===== src/rtl/mmd_pkg.sv =====
// mmd_pkg: shared types and constants of the message deframer
// request structs, role and status codes, msgpack tag bytes; no dependencies

package mmd_pkg;

    // one input request: a raw message byte and its end flag
    typedef struct packed {
        logic [7:0] data_byte;
        logic       last_byte;
    } t_in_item;

    // one output request: the echoed byte, its role and the end-of-message summary
    typedef struct packed {
        logic [7:0]  byte_value;
        logic [3:0]  byte_role;
        logic        end_of_message;
        logic [1:0]  status;
        logic [15:0] payload_length;
        logic        map_no_entries;
        logic        stamp_present;
    } t_out_item;

    // stack control from the parser to the skip stack
    typedef struct packed {
        logic push_en;
        logic pop_en;
    } t_stk_ctl;

    typedef logic [3:0] t_role;

    localparam int SKIP_W = 5;

    // byte roles
    localparam t_role ROLE_DEST    = 4'd0;
    localparam t_role ROLE_SRC     = 4'd1;
    localparam t_role ROLE_SIG     = 4'd2;
    localparam t_role ROLE_TS      = 4'd3;
    localparam t_role ROLE_TITLE   = 4'd4;
    localparam t_role ROLE_CONTENT = 4'd5;
    localparam t_role ROLE_STAMP   = 4'd6;
    localparam t_role ROLE_STRUCT  = 4'd7;
    localparam t_role ROLE_TRAIL   = 4'd8;

    // status codes
    localparam logic [1:0] ST_OK    = 2'd0;
    localparam logic [1:0] ST_TRUNC = 2'd1;
    localparam logic [1:0] ST_TAG   = 2'd2;
    localparam logic [1:0] ST_DEEP  = 2'd3;

    // msgpack tags
    localparam logic [7:0] TAG_FLOAT64 = 8'hCB;
    localparam logic [7:0] TAG_BIN8    = 8'hC4;
    localparam logic [7:0] TAG_BIN16   = 8'hC5;
    localparam logic [7:0] TAG_STR8    = 8'hD9;
    localparam logic [7:0] TAG_NIL     = 8'hC0;
    localparam logic [7:0] TAG_UINT8   = 8'hCC;
    localparam logic [2:0] FIXSTR_HI   = 3'b101;
    localparam logic [3:0] FIXARRAY_HI = 4'h9;
    localparam logic [3:0] FIXMAP_HI   = 4'h8;

    // element counts of the outer array
    localparam logic [2:0] ARRAY_PLAIN      = 3'd4;
    localparam logic [2:0] ARRAY_WITH_STAMP = 3'd5;

endpackage


===== src/rtl/mmd_skip_stack.sv =====
// mmd_skip_stack: stack of pending object counts for skipped map contents
// one register per level, in-place decrement and pop search; uses mmd_pkg

module mmd_skip_stack
    import mmd_pkg::*;
#(
    parameter int NEST_DEPTH = 8,
    localparam int LW = $clog2(NEST_DEPTH + 1),
    localparam int IW = (NEST_DEPTH > 1) ? $clog2(NEST_DEPTH) : 1
) (
    input  logic              i_clk,
    input  t_stk_ctl          i_ctl,
    input  logic [LW-1:0]     i_level,
    input  logic [SKIP_W-1:0] i_push_value,
    output logic              o_found,
    output logic [IW-1:0]     o_found_idx
);

    logic [SKIP_W-1:0] r_entry [NEST_DEPTH];

    // highest live level whose count does not run out on the next decrement
    always_comb begin
        o_found     = 1'b0;
        o_found_idx = '0;
        for (int k = 0; k < NEST_DEPTH; k++) begin
            if (LW'(k) < i_level && r_entry[k] != SKIP_W'(1)) begin
                o_found     = 1'b1;
                o_found_idx = IW'(k);
            end
        end
    end

    always_ff @(posedge i_clk) begin
        for (int k = 0; k < NEST_DEPTH; k++) begin
            if (i_ctl.push_en && i_level[IW-1:0] == IW'(k)) begin
                r_entry[k] <= i_push_value;
            end else if (i_ctl.pop_en && o_found_idx == IW'(k)) begin
                r_entry[k] <= r_entry[k] - SKIP_W'(1);
            end
        end
    end

endmodule


===== src/rtl/mmd_parse_core.sv =====
// mmd_parse_core: parser state and per-byte next-state and result logic
// uses mmd_pkg and mmd_skip_stack

module mmd_parse_core
    import mmd_pkg::*;
#(
    parameter int HASH_BYTES      = 16,
    parameter int SIGNATURE_BYTES = 64,
    parameter int NEST_DEPTH      = 8
) (
    input  logic      i_clk,
    input  logic      i_rst_n,
    input  logic      i_en,
    input  t_in_item  i_item,
    output t_out_item o_result
);

    localparam int LW = $clog2(NEST_DEPTH + 1);
    localparam int IW = (NEST_DEPTH > 1) ? $clog2(NEST_DEPTH) : 1;
    localparam logic [6:0] HASH_LAST = 7'(HASH_BYTES - 1);
    localparam logic [6:0] SIG_LAST  = 7'(SIGNATURE_BYTES - 1);

    typedef enum logic [3:0] {
        PH_DEST, PH_SRC, PH_SIG, PH_ARR, PH_TS_TAG, PH_TS_DATA, PH_BIN_TAG,
        PH_LEN_HI, PH_LEN_LO, PH_BIN_DATA, PH_MAP_HDR, PH_SKIP, PH_DONE, PH_ERROR
    } t_phase;

    t_phase        r_phase,     n_phase;
    logic [6:0]    r_fix_idx,   n_fix_idx;
    t_role         r_role,      n_role;
    logic [15:0]   r_bin_rem,   n_bin_rem;
    logic [7:0]    r_len_hi,    n_len_hi;
    logic [2:0]    r_total,     n_total;
    logic [LW-1:0] r_level,     n_level;
    logic [15:0]   r_count,     n_count;
    logic [1:0]    r_err,       n_err;
    logic          r_map_empty, n_map_empty;
    logic          r_stamp,     n_stamp;

    logic [7:0]        b;
    logic [3:0]        b_hi;
    logic [3:0]        b_lo;
    logic              is_bin;
    t_role             role;
    logic              do_bin;
    logic              start_len;
    logic [15:0]       len_val;
    logic              end_it;
    logic              fin;
    logic              after;
    logic              push;
    logic [SKIP_W-1:0] push_val;
    logic              fail;
    logic [1:0]        fail_code;
    logic              found;
    logic [IW-1:0]     found_idx;
    t_stk_ctl          stk_ctl;
    logic [6:0]        fix_lim;

    assign b      = i_item.data_byte;
    assign b_hi   = b[7:4];
    assign b_lo   = b[3:0];
    assign is_bin = (b == TAG_BIN8) || (b == TAG_STR8) || (b == TAG_BIN16)
                  || (b[7:5] == FIXSTR_HI);
    assign fix_lim = (r_phase == PH_SIG) ? SIG_LAST : HASH_LAST;

    always_comb begin
        n_phase     = r_phase;
        n_fix_idx   = r_fix_idx;
        n_role      = r_role;
        n_bin_rem   = r_bin_rem;
        n_len_hi    = r_len_hi;
        n_total     = r_total;
        n_level     = r_level;
        n_count     = r_count;
        n_err       = r_err;
        n_map_empty = r_map_empty;
        n_stamp     = r_stamp;
        role        = ROLE_STRUCT;
        do_bin      = 1'b0;
        start_len   = 1'b0;
        len_val     = '0;
        end_it      = 1'b0;
        fin         = 1'b0;
        after       = 1'b0;
        push        = 1'b0;
        push_val    = '0;
        fail        = 1'b0;
        fail_code   = ST_TAG;
        stk_ctl     = '0;

        case (r_phase)
            PH_DEST, PH_SRC, PH_SIG: begin
                role      = (r_phase == PH_DEST) ? ROLE_DEST :
                            (r_phase == PH_SRC)  ? ROLE_SRC  : ROLE_SIG;
                n_fix_idx = r_fix_idx + 7'd1;
                if (r_fix_idx == fix_lim) begin
                    n_fix_idx = '0;
                    n_phase   = (r_phase == PH_DEST) ? PH_SRC :
                                (r_phase == PH_SRC)  ? PH_SIG : PH_ARR;
                end
            end
            PH_ARR: begin
                if (b_hi == FIXARRAY_HI
                    && (b_lo == 4'(ARRAY_PLAIN) || b_lo == 4'(ARRAY_WITH_STAMP))) begin
                    n_total = b_lo[2:0];
                    n_phase = PH_TS_TAG;
                end else begin
                    fail = 1'b1;
                end
            end
            PH_TS_TAG: begin
                if (b == TAG_FLOAT64) begin
                    n_phase   = PH_TS_DATA;
                    n_fix_idx = '0;
                end else begin
                    fail = 1'b1;
                end
            end
            PH_TS_DATA: begin
                role      = ROLE_TS;
                n_fix_idx = r_fix_idx + 7'd1;
                if (r_fix_idx == 7'd7) begin
                    n_fix_idx = '0;
                    n_phase   = PH_BIN_TAG;
                    n_role    = ROLE_TITLE;
                end
            end
            PH_BIN_TAG: begin
                if (r_role == ROLE_STAMP && b == TAG_NIL) begin
                    n_phase = PH_DONE;
                end else if (is_bin) begin
                    do_bin = 1'b1;
                    if (r_role == ROLE_STAMP) begin
                        n_stamp = 1'b1;
                    end
                end else begin
                    fail = 1'b1;
                end
            end
            PH_LEN_HI: begin
                n_len_hi = b;
                n_phase  = PH_LEN_LO;
            end
            PH_LEN_LO: begin
                start_len = 1'b1;
                len_val   = {r_len_hi, b};
            end
            PH_BIN_DATA: begin
                role      = r_role;
                n_bin_rem = r_bin_rem - 16'd1;
                if (r_bin_rem == 16'd1) begin
                    end_it = 1'b1;
                end
            end
            PH_MAP_HDR: begin
                if (b_hi == FIXMAP_HI) begin
                    n_map_empty = (b_lo == 4'd0);
                    if (b_lo == 4'd0) begin
                        after = 1'b1;
                    end else begin
                        push     = 1'b1;
                        push_val = {b_lo, 1'b0};
                    end
                end else begin
                    fail = 1'b1;
                end
            end
            PH_SKIP: begin
                n_role = ROLE_STRUCT;
                if (b == TAG_NIL || !b[7]) begin
                    fin = 1'b1;
                end else if (b == TAG_FLOAT64) begin
                    start_len = 1'b1;
                    len_val   = 16'd8;
                end else if (b == TAG_UINT8) begin
                    start_len = 1'b1;
                    len_val   = 16'd1;
                end else if (b_hi == FIXMAP_HI || b_hi == FIXARRAY_HI) begin
                    // a map holds twice its count of objects
                    if (b_lo == 4'd0) begin
                        fin = 1'b1;
                    end else begin
                        push     = 1'b1;
                        push_val = (b_hi == FIXMAP_HI) ? {b_lo, 1'b0} : {1'b0, b_lo};
                    end
                end else if (is_bin) begin
                    do_bin = 1'b1;
                end else begin
                    fail = 1'b1;
                end
            end
            default: begin
                role = ROLE_TRAIL;
            end
        endcase

        // length header of a bin or str item
        if (do_bin) begin
            if (b == TAG_BIN8 || b == TAG_STR8) begin
                n_len_hi = '0;
                n_phase  = PH_LEN_LO;
            end else if (b == TAG_BIN16) begin
                n_phase = PH_LEN_HI;
            end else begin
                start_len = 1'b1;
                len_val   = {11'd0, b[4:0]};
            end
        end

        if (start_len) begin
            n_bin_rem = len_val;
            if (len_val == 16'd0) begin
                end_it = 1'b1;
            end else begin
                n_phase = PH_BIN_DATA;
            end
        end

        if (end_it) begin
            if (n_role == ROLE_TITLE) begin
                n_phase = PH_BIN_TAG;
                n_role  = ROLE_CONTENT;
            end else if (n_role == ROLE_CONTENT) begin
                n_phase = PH_MAP_HDR;
            end else if (n_role == ROLE_STAMP) begin
                n_phase = PH_DONE;
            end else begin
                fin = 1'b1;
            end
        end

        // one skipped object done: pop every level that runs out
        if (fin) begin
            if (found) begin
                n_level        = LW'(found_idx) + LW'(1);
                stk_ctl.pop_en = i_en;
                n_phase        = PH_SKIP;
                n_role         = ROLE_STRUCT;
            end else begin
                n_level = '0;
                after   = 1'b1;
            end
        end

        if (after) begin
            if (r_total == ARRAY_WITH_STAMP) begin
                n_phase = PH_BIN_TAG;
                n_role  = ROLE_STAMP;
            end else begin
                n_phase = PH_DONE;
            end
        end

        if (push) begin
            if (r_level >= LW'(NEST_DEPTH)) begin
                fail      = 1'b1;
                fail_code = ST_DEEP;
            end else begin
                stk_ctl.push_en = i_en;
                n_level         = r_level + LW'(1);
                n_phase         = PH_SKIP;
                n_role          = ROLE_STRUCT;
            end
        end

        if (fail) begin
            n_phase = PH_ERROR;
            n_err   = fail_code;
        end

        if (r_phase >= PH_ARR && r_phase <= PH_SKIP && r_count != 16'hFFFF) begin
            n_count = r_count + 16'd1;
        end
    end

    always_comb begin
        o_result                = '0;
        o_result.byte_value     = b;
        o_result.byte_role      = role;
        o_result.end_of_message = i_item.last_byte;
        if (i_item.last_byte) begin
            o_result.status         = (n_err != ST_OK) ? n_err :
                                      (n_phase != PH_DONE) ? ST_TRUNC : ST_OK;
            o_result.payload_length = n_count;
            o_result.map_no_entries = n_map_empty;
            o_result.stamp_present  = n_stamp;
        end
    end

    always_ff @(posedge i_clk) begin
        if (!i_rst_n || (i_en && i_item.last_byte)) begin
            r_phase     <= PH_DEST;
            r_fix_idx   <= '0;
            r_role      <= ROLE_DEST;
            r_bin_rem   <= '0;
            r_len_hi    <= '0;
            r_total     <= '0;
            r_level     <= '0;
            r_count     <= '0;
            r_err       <= ST_OK;
            r_map_empty <= 1'b0;
            r_stamp     <= 1'b0;
        end else if (i_en) begin
            r_phase     <= n_phase;
            r_fix_idx   <= n_fix_idx;
            r_role      <= n_role;
            r_bin_rem   <= n_bin_rem;
            r_len_hi    <= n_len_hi;
            r_total     <= n_total;
            r_level     <= n_level;
            r_count     <= n_count;
            r_err       <= n_err;
            r_map_empty <= n_map_empty;
            r_stamp     <= n_stamp;
        end
    end

    mmd_skip_stack #(
        .NEST_DEPTH(NEST_DEPTH)
    ) u_skip_stack (
        .i_clk       (i_clk),
        .i_ctl       (stk_ctl),
        .i_level     (r_level),
        .i_push_value(push_val),
        .o_found     (found),
        .o_found_idx (found_idx)
    );

endmodule


===== src/rtl/msgpack_message_deframer.sv =====
// msgpack_message_deframer: top level of the byte-stream message deframer
// input register, parse core and output register; uses mmd_pkg and mmd_parse_core
//
//   channel  direction  handshake            payload
//   in       to block   i_in_valid/o_in_stall  t_in_item  {data_byte, last_byte}
//   out      from block o_out_valid/i_out_stall t_out_item {byte, role, summary}
//
// one byte per cycle sustained while the output is not stalled; a taken byte goes
// through the input register, then the result register behind the parse logic
// the parser state advances only when a byte moves from the input register
// into the result register, so a stall on the output freezes it
// i_rst_n is synchronous and active low; it empties both registers and returns the
// parser to the destination hash; the end-of-message byte resets only the parser
// o_in_stall rises only while both registers hold a request and the output is stalled

module msgpack_message_deframer
    import mmd_pkg::*;
#(
    parameter int HASH_BYTES      = 16,
    parameter int SIGNATURE_BYTES = 64,
    parameter int NEST_DEPTH      = 8
) (
    input  logic      i_clk,
    input  logic      i_rst_n,
    input  logic      i_in_valid,
    output logic      o_in_stall,
    input  t_in_item  i_in_item,
    output logic      o_out_valid,
    input  logic      i_out_stall,
    output t_out_item o_out_item
);

    logic      r_s1_valid;
    t_in_item  r_s1_item;
    logic      r_out_valid;
    t_out_item r_out_item;
    t_out_item core_result;
    logic      adv;
    logic      accept_in;

    // input register hands over when the result register is free or draining
    assign adv        = r_s1_valid && (!r_out_valid || !i_out_stall);
    assign o_in_stall = r_s1_valid && !adv;
    assign accept_in  = i_in_valid && !o_in_stall;

    always_ff @(posedge i_clk) begin
        if (!i_rst_n) begin
            r_s1_valid  <= 1'b0;
            r_out_valid <= 1'b0;
        end else begin
            if (accept_in) begin
                r_s1_valid <= 1'b1;
            end else if (adv) begin
                r_s1_valid <= 1'b0;
            end
            if (adv) begin
                r_out_valid <= 1'b1;
            end else if (!i_out_stall) begin
                r_out_valid <= 1'b0;
            end
        end
    end

    // payload registers, no reset
    always_ff @(posedge i_clk) begin
        if (accept_in) begin
            r_s1_item <= i_in_item;
        end
        if (adv) begin
            r_out_item <= core_result;
        end
    end

    // per-byte parse: role tag, state update and end-of-message summary
    mmd_parse_core #(
        .HASH_BYTES     (HASH_BYTES),
        .SIGNATURE_BYTES(SIGNATURE_BYTES),
        .NEST_DEPTH     (NEST_DEPTH)
    ) u_parse_core (
        .i_clk   (i_clk),
        .i_rst_n (i_rst_n),
        .i_en    (adv),
        .i_item  (r_s1_item),
        .o_result(core_result)
    );

    assign o_out_valid = r_out_valid;
    assign o_out_item  = r_out_item;

    // summary fields stay zero except on the last byte
    a_summary_only_at_end: assert property (@(posedge i_clk) disable iff (!i_rst_n)
        (o_out_valid && !o_out_item.end_of_message) |->
        (o_out_item.status == ST_OK && o_out_item.payload_length == 16'd0
         && !o_out_item.map_no_entries && !o_out_item.stamp_present))
        else $error("summary field set on a byte that is not the last");

    // role codes stop at trailing
    a_role_range: assert property (@(posedge i_clk) disable iff (!i_rst_n)
        o_out_valid |-> (o_out_item.byte_role <= ROLE_TRAIL))
        else $error("byte role out of range");

    // input stalls only behind a full, stalled result register
    a_stall_cause: assert property (@(posedge i_clk) disable iff (!i_rst_n)
        o_in_stall |-> (o_out_valid && i_out_stall && r_s1_valid))
        else $error("input stalled without a stalled output");

    // a result moved out leaves the input register free the next cycle unless refilled
    a_drain: assert property (@(posedge i_clk) disable iff (!i_rst_n)
        (adv && !accept_in) |=> !r_s1_valid)
        else $error("input register not released after hand-over");

endmodule

===== config.mk =====
export PLATFORM = sky130hd
export DESIGN_NAME = msgpack_message_deframer
export DESIGN_NICKNAME = d
export VERILOG_FILES = /design/src/rtl/mmd_pkg.sv /design/src/rtl/mmd_skip_stack.sv /design/src/rtl/mmd_parse_core.sv /design/src/rtl/msgpack_message_deframer.sv
export SDC_FILE = /design/constraint.sdc
export NUM_CORES = 1
export LEC_CHECK = 0
export ABC_AREA = 1
export BUFFER_PORTS_ARGS = -buffer_cell sky130_fd_sc_hd__buf_2
export CORE_ASPECT_RATIO = 0.9
export CORE_MARGIN = 2
export CORE_UTILIZATION = 45
export CTS_CLUSTER_SIZE = 20
export DETAILED_ROUTE_END_ITERATION = 10
export PLACE_DENSITY = 0.66
export SLEW_MARGIN = 25
export SYNTH_ARGS = -nofsm -noshare
export SYNTH_HDL_FRONTEND = slang
export SYNTH_HIERARCHICAL = 1
export SYNTH_SLANG_ARGS = --single-unit

===== constraint.sdc =====
create_clock -name i_clk -period 4.3 [get_ports i_clk]
set_input_delay 0.645 -clock i_clk [delete_from_list [all_inputs] [get_ports i_clk]]
set_output_delay 0.645 -clock i_clk [all_outputs]
set_load 0.05 [all_outputs]

==> results.sh <==
export IMPL_clockBufferDepth=2
export IMPL_busiest_layer="met1"
export IMPL_cap_violations=0
export IMPL_maxSlewViolCount=0
export IMPL_status="finished, final reports clean"
export IMPL_pin_count=48
export IMPL_slew_headroom=0.394
export IMPL_fin_crit_sh=0.913
export IMPL_dpl_hpwl_um=17000
export IMPL_crit_path_max_incr_delay_ps=620
export IMPL_path_cells="inv_2 -> nand2_2 -> nor3_2 -> inv_2 -> o21ai_2 -> nor2_2 -> a21oi_4 -> nand2_2 -> nand4_4 -> nand3_4 -> nor2_1 -> inv_1 -> nor2_4 -> inv_2 -> o21ai_0"
export IMPL_synthArstFlopShare=0
export IMPL_yosysTopAreaCellShare=0.264
export IMPL_combPwrFrac=0.155
export IMPL_cts_setup_buffers=0
export IMPL_fin_nets=1261
export IMPL_synth_commonest_cells="nand2_1 (243), inv_1 (136), nor2_1 (107)"
export IMPL_dieArea_mm2=0.0219
export IMPL_synth_area_per_cell_um2=7.92
export IMPL_switchingPower_uw=1070
export IMPL_numCtsBuffers=17
export IMPL_clock_root_buffer="clkbuf_16"
export IMPL_ys_seq_elements=150
export IMPL_seq_power_share=0.453
export IMPL_grtUsageMet3=0.0437
export IMPL_overflow=0
export IMPL_fin_crit_ps=3920
export IMPL_holdBufCountCts=0
export IMPL_synth_edff_count=82
export IMPL_path_buf_inv=4
export IMPL_swShare=0.301
export IMPL_area_delta_synth_final_pct=11.0
export IMPL_antenna_found_initial=0
export IMPL_cp_data_arrival_time_ps=3980
export IMPL_vias=8044
export IMPL_finalSetupViolations=0
export IMPL_fin_util=0.514
export IMPL_finalPower_uw=3570
export IMPL_use_met1=0.329
export IMPL_drt_wl_total_um=22900
export IMPL_viasPerCell=5.39
export IMPL_die_w_um=156
export IMPL_hold_viol_final=0
export IMPL_final_setup_tns_ps=0
export IMPL_post_drt_wl_per_cell_um=15.3
export IMPL_dr_first_iter_drc_count=878
export IMPL_ir_drop_mv=0.264
export IMPL_rows=49
export IMPL_drc_errors=0
export IMPL_synth_most_common_cell="nand2_1"
export IMPL_fin_skew_ps=14.1
export IMPL_critical_path_required_ps=4360
export IMPL_path_delay_family="simple AND/OR/NAND/NOR gates"
export IMPL_power_density_mw_per_mm2=344
export IMPL_core_area_mm2=0.0202
export IMPL_place_gp_congestion=0.950
export IMPL_grt_pass1_vias=7242
export IMPL_synth_seq_area_share=0.409
export IMPL_path_clk_slew_ps=70
export IMPL_path_class="reg -> reg"
export IMPL_cts_resized_gates=0
export IMPL_track_usage=0.213
export IMPL_grt_pass1_wl_um=37100
export IMPL_synthCells=1180
export IMPL_power_frac_clock=0.392
export IMPL_syn_area_mm2=0.00934
export IMPL_htreeDepth=4
export IMPL_start_util=0.463
export IMPL_crit_top_cell="inv_2"
export IMPL_endpoint_kind="flop"
export IMPL_worst_slew_pin_slew_ps=908
export IMPL_rsz0062_at_grt="false"
export IMPL_antenna_cells=0
export IMPL_hold_ws_ps=382
export IMPL_p_int_uw=2490
export IMPL_slowest_stage="o21ai_0"
export IMPL_p_leak_uw=0.00455
export IMPL_ys_types=51
export IMPL_synth_flop_cell="edfxtp_1"
export IMPL_crit_path_start_kind="flop"
export IMPL_yosys_warnings=6
export IMPL_grt_util_met2=0.297
export IMPL_die_h_um=141
export IMPL_syn_nets=1216
export IMPL_drt_first_pass_iters=5
export IMPL_synth_area_leader_cell="edfxtp_1"
export IMPL_clk_latency_ps=430
export IMPL_clock_fmax_mhz=255
export IMPL_io_buffers=47
export IMPL_synth_area_leaders="edfxtp_1 (26%), dfxtp_1 (15%), nand2_1 (9.8%)"
export IMPL_min_path_type="in -> reg"
export IMPL_cts_tree="done"
export IMPL_ant_nets=0
export IMPL_grt_max_degree=80
export IMPL_crit_path_max_fanout=15
export IMPL_drive_gt1_frac=0.162
export IMPL_cts_sinks=150
## metrics by stage
step	setup WS, ps	cells	cell area (um^2)
4_1_cts	432	1493	10400
3_3_place_gp	576	1461	9820
3_5_place_dp	476	1461	9820
6_report	376	1493	10400
5_1_grt	77.3	1493	10400
2_1_floorplan	683	1180	9350
## cells in the final DEF (no fill, tap or decap), types with 5 or more instances in the layout
cell / n
buf_4: 12
nand3_1: 75
nand3_2: 6
a21oi_1: 49
nor2_1: 107
a31oi_1: 9
dfxtp_1: 68
nand2_4: 9
o211ai_1: 13
ha_1: 23
buf_2: 47
inv_2: 26
nor3_1: 26
inv_1: 136
edfxtp_1: 82
xor2_1: 39
clkbuf_16: 17
nand2_1: 243
nor4_1: 5
nand2_2: 19
nor2_4: 11
nand4_1: 20
o21ai_0: 78
o21bai_1: 21
nand4_2: 6
xnor2_1: 14
nor2_2: 11
## final cells by class
class	instances	area (um^2)
fill	1909	9800
multi-input combinational	833	4740
sequential	150	3820
inverter	164	616
clock buffer	19	453
timing repair buffer	59	325
tap	255	319
clock inverter	13	92.6
## registers in the layout (all words and copies together) (netlist names)
signal / cells
o_out_item: 33
u_parse_core/r_err: 2
u_parse_core/r_len_hi: 8
u_parse_core/r_stamp: 1
u_parse_core/r_total: 3
u_parse_core/r_phase: 4
o_out_valid: 1
u_parse_core/r_level: 4
r_s1_valid: 1
u_parse_core/r_map_empty: 1
r_s1_item: 9
u_parse_core/u_skip_stack/r_entry: 40
u_parse_core/r_bin_rem: 16
u_parse_core/r_role: 4
u_parse_core/r_fix_idx: 7
u_parse_core/r_count: 16
## kinds of logic (layout without fill, tap and decap cells)
family                     count (synthesis)  in the layout  synth area share
buffers and inverters                    197            255            0.0844
AOI/OAI and AO/OA                        201            201             0.130
and+or+nand+nor                          556            556             0.296
xor gates and xnor gates                  53             53            0.0497
DFF                                      150            150             0.409
adders and majority gates                 23             23            0.0308
## final timing paths
check,from,to,slack [ps],depth (start not counted)
min,i_in_item[4],r_s1_item[4],380,1
min reg2reg,u_parse_core/r_total[1],u_parse_core/r_total[1],460,2
max reg2reg,r_s1_item[2],u_parse_core/u_skip_stack/r_entry[1][8],380,15
max,r_s1_item[2],u_parse_core/u_skip_stack/r_entry[1][8],380,15
## power groups by stage
stage	Sequential [uW]	Clock, uW	Combinational (uW)
2_1_floorplan	1680	0	381
6_report	1610	1400	553
3_5_place_dp	1640	0	544
5_1_grt	1620	1480	610
3_3_place_gp	1640	0	541
4_1_cts	1610	1430	547
## per-layer routing
metal,part of all wire,vias to the layer above
li1,-,4024
met3,0.080,30
met1,0.50,3712
met5,0,-
met4,0.017,0
met2,0.40,278
(Power assumes the default switching activity.)
